## src/sv/sodp_pkg.sv

```systemverilog
// ----------------------------------------------------------------------------
// sodp_pkg
// Shared types and constants of the sixth-order x-derivative stencil.
// ----------------------------------------------------------------------------
package sodp_pkg;

    // stencil half width and number of rows kept per column
    localparam int HALF_WIDTH = 3;
    localparam int ROWS_KEPT  = 2 * HALF_WIDTH;

    // configuration register indexes
    typedef enum logic [1:0] {
        CFG_NUM_ROWS    = 2'd0,
        CFG_NUM_COLS    = 2'd1,
        CFG_INV_SPACING = 2'd2
    } cfg_index_t;

    typedef logic signed [31:0] sample_t;

    // column history, slice 0 is the most recent row
    typedef logic [ROWS_KEPT-1:0][31:0] hist_t;

    // one line store word: history of both weighted sums for one column
    typedef struct packed {
        hist_t first;
        hist_t second;
    } line_t;

    // per-request control carried down the pipeline
    typedef struct packed {
        logic emit;
        logic interior;
        logic last;
    } meta_t;

    // clamp window of the scaled sum so that the quotient by 60 fits 32 bits
    localparam logic signed [56:0] T_MIN = -57'sd128849018880;
    localparam logic signed [56:0] T_MAX = 57'sd128849018879;
    localparam logic [37:0]        X_MAX = 38'd257698037759;

    // floor(2^36 / 15), reciprocal for the divide by 15
    localparam logic [32:0] RECIP_15 = 33'd4581298449;

endpackage

```

## src/sv/sodp_deriv.sv

```systemverilog
// ----------------------------------------------------------------------------
// sodp_deriv
// Stencil sum, scaling by the inverse spacing and floor divide by 60 with
// saturation, seven register stages, all advancing on en.
// ----------------------------------------------------------------------------
module sodp_deriv (
    input  logic             clk,
    input  logic             en,
    input  sodp_pkg::sample_t w,
    input  sodp_pkg::hist_t   hist,
    input  logic [30:0]       inv_spacing,
    output sodp_pkg::sample_t deriv
);
    import sodp_pkg::*;

    sample_t           w_reg;
    hist_t             hist_reg;
    logic signed [39:0] s_reg;
    logic signed [39:0] s_next;
    logic signed [55:0] phi_reg;
    logic signed [56:0] plo_reg;
    logic [35:0]        y_reg;
    logic [35:0]        y_next;
    logic [35:0]        ye_reg;
    logic [50:0]        pph_reg;
    logic [50:0]        ppl_reg;
    logic [35:0]        yf_reg;
    logic [31:0]        q0_reg;
    logic [31:0]        q0_next;
    sample_t            deriv_reg;
    sample_t            deriv_next;

    logic signed [32:0] d1;
    logic signed [32:0] d2;
    logic signed [32:0] d3;
    logic signed [39:0] e1;
    logic signed [39:0] e2;
    logic signed [39:0] e3;
    logic signed [15:0] hi_s;
    logic signed [16:0] lo_s;
    logic signed [56:0] t;
    logic [37:0]        xc;
    logic [68:0]        prod;
    logic [35:0]        rem;
    logic [31:0]        q;

    // dividend minus 15 times the quotient estimate
    function automatic logic [35:0] residue15(input logic [35:0] y,
                                              input logic [31:0] q0);
        logic [35:0] m;
        begin
            m = (36'(q0) << 4) - 36'(q0);
            return y - m;
        end
    endfunction

    // stencil sum 45*d1 - 9*d2 + d3
    always_comb
    begin
        d1 = 33'($signed(hist_reg[1])) - 33'($signed(hist_reg[3]));
        d2 = 33'($signed(hist_reg[0])) - 33'($signed(hist_reg[4]));
        d3 = 33'(w_reg) - 33'($signed(hist_reg[5]));
        e1 = 40'(d1);
        e2 = 40'(d2);
        e3 = 40'(d3);
        s_next = (e1 <<< 5) + (e1 <<< 3) + (e1 <<< 2) + e1
               - ((e2 <<< 3) + e2) + e3;
    end

    // split inverse spacing into integer and fraction parts
    assign hi_s = $signed({1'b0, inv_spacing[30:16]});
    assign lo_s = $signed({1'b0, inv_spacing[15:0]});

    // combine, clamp and offset to a non-negative dividend, then drop 2 bits
    always_comb
    begin
        t = 57'(phi_reg) + 57'(plo_reg >>> 16);
        if (t < T_MIN)
        begin
            xc = '0;
        end
        else if (t > T_MAX)
        begin
            xc = X_MAX;
        end
        else
        begin
            xc = 38'(t - T_MIN);
        end
        y_next = xc[37:2];
    end

    // quotient estimate from the reciprocal product
    always_comb
    begin
        prod    = (69'(pph_reg) << 18) + 69'(ppl_reg);
        q0_next = prod[67:36];
    end

    // one correction step, then remove the offset
    always_comb
    begin
        rem = residue15(yf_reg, q0_reg);
        q   = (rem >= 36'd15) ? q0_reg + 32'd1 : q0_reg;
        deriv_next = $signed({~q[31], q[30:0]});
    end

    // pipeline registers
    always_ff @(posedge clk)
    begin
        if (en)
        begin
            w_reg     <= w;
            hist_reg  <= hist;
            s_reg     <= s_next;
            phi_reg   <= 56'(s_reg) * 56'(hi_s);
            plo_reg   <= 57'(s_reg) * 57'(lo_s);
            y_reg     <= y_next;
            ye_reg    <= y_reg;
            pph_reg   <= 51'(y_reg[35:18]) * 51'(RECIP_15);
            ppl_reg   <= 51'(y_reg[17:0]) * 51'(RECIP_15);
            yf_reg    <= ye_reg;
            q0_reg    <= q0_next;
            deriv_reg <= deriv_next;
        end
    end

    assign deriv = deriv_reg;

endmodule
```

## config.mk

```make
export PLATFORM = sky130hd
export DESIGN_NAME = sodp_deriv
export DESIGN_NICKNAME = d
export VERILOG_FILES = /design/src/sv/sodp_pkg.sv /design/src/sv/sodp_deriv.sv
export SDC_FILE = /design/constraint.sdc
export NUM_CORES = 2
export LEC_CHECK = 0
export BUFFER_PORTS_ARGS = -buffer_cell sky130_fd_sc_hd__buf_4
export CAP_MARGIN = 20
export CORE_MARGIN = 2
export CORE_UTILIZATION = 23
export CTS_CLUSTER_SIZE = 16
export DETAILED_ROUTE_END_ITERATION = 10
export HOLD_SLACK_MARGIN = 0.08
export PLACE_DENSITY = 0.5
export REMOVE_ABC_BUFFERS = 1
export SETUP_SLACK_MARGIN = 0.5
export SLEW_MARGIN = 20
export SYNTH_ARGS = -nofsm -noshare
export SYNTH_HDL_FRONTEND = slang
export SYNTH_SLANG_ARGS = --single-unit
```

## constraint.sdc

```tcl
create_clock -name clk -period 6.8 [get_ports clk]
set_clock_uncertainty 0.05 [all_clocks]
set_input_delay 0.68 -clock clk [delete_from_list [all_inputs] [get_ports clk]]
set_output_delay 0.68 -clock clk [all_outputs]
set_load 0.05 [all_outputs]
```

# == After elaboration in Yosys (flattened, before gate mapping) ==
# Cells that the tools add are included.
# totals
ff_bits,618
latch_bits,0
ram_bits,0
mem_bits_ro,0
in_bits,257
out_inout_bits,32
wordCells,43
n_memories,0
# classes
addsub,15
mul,4
n_div,0
magnitude_cmp,3
n_eq_ne,0
shifts,0
muxes,2
bitwise_logic,1
n_reduce_logical,1
# op_table
cell,count
subtractor 32 x 32 -> 33 bit,3
adder 40 x 33 -> 40 bit,2
adder 68 x 51 -> 68 bit,1
adder 56 x 41 -> 57 bit,1
greater-than comparator 57 x 38 -> 1 bit (second input constant),1
< comparator 57 x 38 -> 1 bit (second input constant),1
multiplier 40 x 17 -> 57 bit,1
multiplier 40 x 16 -> 56 bit,1
multiplier 18 x 33 -> 51 bit (second input constant),1
multiplier 18 x 33 -> 50 bit (second input constant),1
adder 39 x 35 -> 40 bit,1
subtractor 40 x 37 -> 40 bit,1
adder 38 x 36 -> 39 bit,1
2-to-1 mux 38 bit,1
subtractor 38 bit (second input constant),1
adder 36 x 33 -> 37 bit,1
greater-or-equal comparator 36 x 4 -> 1 bit (second input constant),1
subtractor 36 x 32 -> 36 bit,1
subtractor 36 bit,1
adder 32 x 1 -> 32 bit (second input constant),1
2-to-1 mux 32 bit,1
OR reduction 2 bit,1
inverter 1 bit,1

# == Longest topological paths before layout ==
# logic_depth
depth_word,6
mapped_depth,34
depth_no_buf,34

# == Worst setup path after synthesis ==
# No wires, ideal clock.
# synth_timing
path_type,input port to flip-flop
from,input port inv_spacing[17]
to,register phi_reg[55] (data pin)
setup_ns,0.260
arrival_time_ns,7.106
t_required_ns,6.490
path_slack_ns,-0.615
path_stages,26
path_buffers,1
path_cell_list,clkbuf_1 nand2_1 fa_1 inv_1 fa_1 inv_1 fa_1 inv_1 fa_1 inv_1 fa_1 inv_1 fa_1 ha_1 and2_1 a221oi_1 a31oi_1 or4_1 o21ai_0 a221oi_1 a41oi_1 a21oi_1 a2111oi_0 o31ai_1 a21oi_1 xnor2_1
# synth_via
elab_chain_cells,1
# synth_rtl
item,line,rtl
start: declaration,sodp_deriv.sv:11,"input logic [30:0] inv_spacing,"
multiplier 40 x 16 -> 56 bit,sodp_deriv.sv:116,phi_reg <= 56'(s_reg) * 56'(hi_s);
end signal: assignment,sodp_deriv.sv:116,
end: declaration,sodp_deriv.sv:20,logic signed [55:0] phi_reg;
# No other way between the ends.
# A chain may end at the register's enable or synchronous reset.

# == Final worst setup path ==
# layout_timing
from,register hist_reg[40] in the netlist's numbering
to,register s_reg[38] (data pin)
# layout_via
elab_chain_cells,6
# layout_rtl
item,line,rtl
start: declaration,sodp_deriv.sv:17,hist_t hist_reg;
start signal: assignment,sodp_deriv.sv:114,hist_reg <= hist;
subtractor 32 x 32 -> 33 bit *,sodp_deriv.sv:60,d1 = 33'($signed(hist_reg[1])) - 33'($signed(hist_reg[3]));
adder 38 x 36 -> 39 bit,sodp_deriv.sv:66,s_next = (e1 <<< 5) + (e1 <<< 3) + (e1 <<< 2) + e1
adder 39 x 35 -> 40 bit,sodp_deriv.sv:66,
adder 40 x 33 -> 40 bit *,sodp_deriv.sv:66,
subtractor 40 x 37 -> 40 bit *,sodp_deriv.sv:67,- ((e2 <<< 3) + e2) + e3;
adder 40 x 33 -> 40 bit *,sodp_deriv.sv:67,
via s_next[38],sodp_deriv.sv:19,logic signed [39:0] s_next;
end signal: assignment,sodp_deriv.sv:115,s_reg <= s_next;
end: declaration,sodp_deriv.sv:18,logic signed [39:0] s_reg;
# The timed path passes the listed nets; every way through them passes the cells marked *.

==> summary.md <==
| Metric | Value |
|---|---|
| Status | finished, violations left |
| Failing checks | negative setup slack |
| RSZ-0062 raised after global routing | true |
| CTS tree | done |
| Placed cell count | 13891 |
| CTS clk-pin slew, worst paths | 0.06 ns |
| Max transition margin | 31.2% |
| Router iterations before antenna repair | 7 |
| Final Slew Violations | 0 |
| RR Endpoint | s_reg[38]$_DFFE_PP_ |
| IO buf count | 256 |
| Layout area overhead | 23.2% |
| R2R Setup Slk | -0.53 ns |
| DR vias | 58177 |
| Core Rows | 220 |
| Tmin final | 7.33 ns |
| Max Cap Viol | 0 |
| RePlAce Congestion | 0.835 |
| Final period util | 108% |
| Actual slew at the worst max-slew pin | 1.02 ns |
| Crit path max-delay family | compound AO/OA/AOI/OAI gates |
| Cell Area, Placed | 0.0966 mm² |
| Crit path capture | s_reg[38]$_DFFE_PP_ |
| CTS root buf | clkbuf_16 |
| GR Overflow Total | 0 |
| Post-synth top flop | edfxtp_1 |
| CP Max Fanout | 3 |
| Area of the multi-input gates | 0.0600 mm² |
| Filler instances | 38142 |
| Synthesized cell area | 0.0831 mm² |
| Total of warnings raised by yosys | 0 |
| First-pass GRT wire length | 346000 µm |
| Max Clk Rate | 0.136 GHz |
| Nets | 11699 |
| Share of layout cells above drive strength 1 | 17.5% |
| Final instance area | 0.102 mm² |
| I/O pin total | 289 |
| #FFs+latches synth | 580 |
| Worst setup margin | -0.529 ns |
| Yosys cell types | 84 |
| Fin. Hold Viols | 0 |
| Critical Path Start | hist_reg[40]$_DFFE_PP_ |
| Async SR Flop Fraction | 0% |
| Core area | 0.359 mm² |
| Worst-Skew Late Latency | 0.67 ns |
| Vias per cell | 4.11 |
| Post-DR wirelength/cell | 15.1 µm |
| Crit start category | register |
| H-tree depth | 3 |
| Total CTS buffers | 70 |
| Worst hold path class | input pin to register |
| Reg2Reg Depth | 31 |
| Tot GR Track Use | 11.8% |
| Post-DP HPWL | 181000 µm |
| Number of flops mapped to enable cells by yosys | 580 |
| Critical path class | register to register |
| DR iter-0 viols | 2565 |
| Clock buffer depth | 3 |
| FF-to-FF Start | hist_reg[40]$_DFFE_PP_ |
| Largest net degree at the start of global routing | 181 |
| DRC Markers | 0 |
| Endpoints failing setup | 41 |
| Die Ht | 605 µm |
| Req. time, crit path | 7.15 ns |
| Max incr delay on CP | 0.54 ns |
| Vias in the first global route | 63184 |
| Crit path depth | 31 |
| Largest register FFs | 160 |
| Register area | 0.0174 mm² |
| Die W | 605 µm |
| Final antenna-violating net count | 0 |
| Antenna violations before repair | 12 |
| CP max stage cell | fa_1 |
| Full die area | 0.366 mm² |
| Inserted Diodes | 0 |
| DRT Wirelength | 213000 µm |
| Initial Util | 23.1% |
| Worst path bufs/invs | 5 |
| Worst slack, placed | -1.16 ns |
| Critical Path End Type | register |
| Sequential-to-total area share from yosys stat | 21.0% |
| Cells after synthesis | 8347 |
| Most frequent CP cell | a21o_1 |
| Sink Count | 580 |
| Arrival @ worst endpoint | 7.68 ns |
| Synthesized area per cell | 9.96 µm² |
| Finished Layout Cells | 14141 |
## kinds of logic after synthesis
kind of cell	synth area share [%]
flip-flops	21.0
AND/OR/NAND/NOR	12.7
AO/OA/AOI/OAI	7.93
XOR/XNOR	3.90
adder cells (fa/ha/maj)	45.0
multiplexers	0.0738
buffers and inverters	9.45
## what timing repair did
action,4_1_cts,5_1_grt
gates resized for setup,347,204
hold endpoints to repair,33,0
pin swaps,184,137
cloned,1,0
buffers inserted,57,32
endpoints found under the setup margin,96,98
hold buffers,33,0
## worst min-delay path by stage
stage,from,endpoint,depth (start not counted),slack (ns)
finish,hist[42],hist_reg[42]$_DFFE_PP_,1,0.14
global route,hist[42],hist_reg[42]$_DFFE_PP_,1,0.09
CTS,hist[37],hist_reg[37]$_DFFE_PP_,1,0.08
detailed placement,ye_reg[22]$_DFFE_PP_,yf_reg[22]$_DFFE_PP_,0,0.35
global placement,ye_reg[13]$_DFFE_PP_,yf_reg[13]$_DFFE_PP_,0,0.35
floorplan,ye_reg[0]$_DFFE_PP_,yf_reg[0]$_DFFE_PP_,0,0.35
## routing by layer
| metal | GRT usage, % | wire length, µm | up-vias |
|---|---|---|---|
| met3 | 1.31 | 6740 | 202 |
| met5 | 0 | 49 | - |
| met2 | 20.3 | 102000 | 882 |
| li1 | - | - | 28245 |
| met1 | 16.1 | 101000 | 28840 |
| met4 | 2.15 | 3860 | 8 |
## cells in the final DEF (no fill, tap or decap), types with 18 or more instances in the layout
master	n
inv_1	1759
fa_1	1414
buf_4	1022
nand2_1	939
ha_1	665
edfxtp_1	580
and2_1	480
a21oi_1	278
xnor2_1	233
nor2_1	197
a21o_1	152
o21ai_0	125
xor2_1	100
buf_6	87
nand3_1	80
clkbuf_16	72
nand4_1	65
nor3_1	60
and3_1	50
buf_12	50
o21bai_1	48
o21a_1	42
a21oi_2	39
nand2b_1	38
o211ai_1	34
dlygate4sd3_1	33
nor2b_1	31
inv_2	25
ha_4	23
or3_1	21
a31oi_1	21
nor4_1	20
fa_2	20
or2_2	19
xnor2_2	19
o21ai_2	18
## through the flow
stage / utilization (%) / setup TNS [ns] / hold slack, ns
after floorplan: - / -4.94 / 0.350
after global placement: 26.9 / -46.44 / 0.351
after detailed placement: 26.9 / -47.41 / 0.355
after CTS: 28.1 / -9.98 / 0.0803
after global routing: 28.5 / -24.84 / 0.0928
final: 28.5 / -9.87 / 0.143
## synthesized netlist by cell type, drive strengths merged, types with 16 or more instances
library cell	count	share of area [%]
o21ai	160	0.97
nand4	65	0.49
xor2	112	1.2
nor3	68	0.41
and3	54	0.41
and4	16	0.17
nor4	25	0.19
and2	490	3.7
or3	22	0.17
nor2	222	1.0
nand2	954	4.3
o21a	42	0.38
fa	1434	35
a21oi	324	2.0
o21bai	51	0.46
a21boi	20	0.18
a31oi	29	0.22
nand2b	40	0.30
o31ai	18	0.16
edfxtp	580	21
clkbuf	294	1.3
xnor2	258	2.7
a211oi	21	0.20
nor2b	37	0.28
or2	23	0.17
inv	1785	8.1
a21o	152	1.4
o211ai	35	0.33
nand3	89	0.54
ha	695	10
## worst register-to-register path, delay by kind of cell (launching register included)
kind / cells / cell delay, ns
xor gates and xnor gates: 2 / 0.24
AOI/OAI and AO/OA: 16 / 2.73
buffers and inverters: 5 / 0.65
and+or+nand+nor: 2 / 0.47
DFF: 1 / 0.43
adders and majority gates: 6 / 2.48
## area by class of cell
cell class,count,area share [%]
Tap cell,4773,5.83
Clock inverter,48,0.398
Timing Repair Buffer,1199,9.87
Clock buffer,79,1.79
Sequential cell,580,17.0
Multi-Input combinational cell,5677,58.6
Inverter,1785,6.55
Power is left out: the tool's default activity adds up to more than one toggle a clock period on the data nets, which glitch-free logic cannot reach.
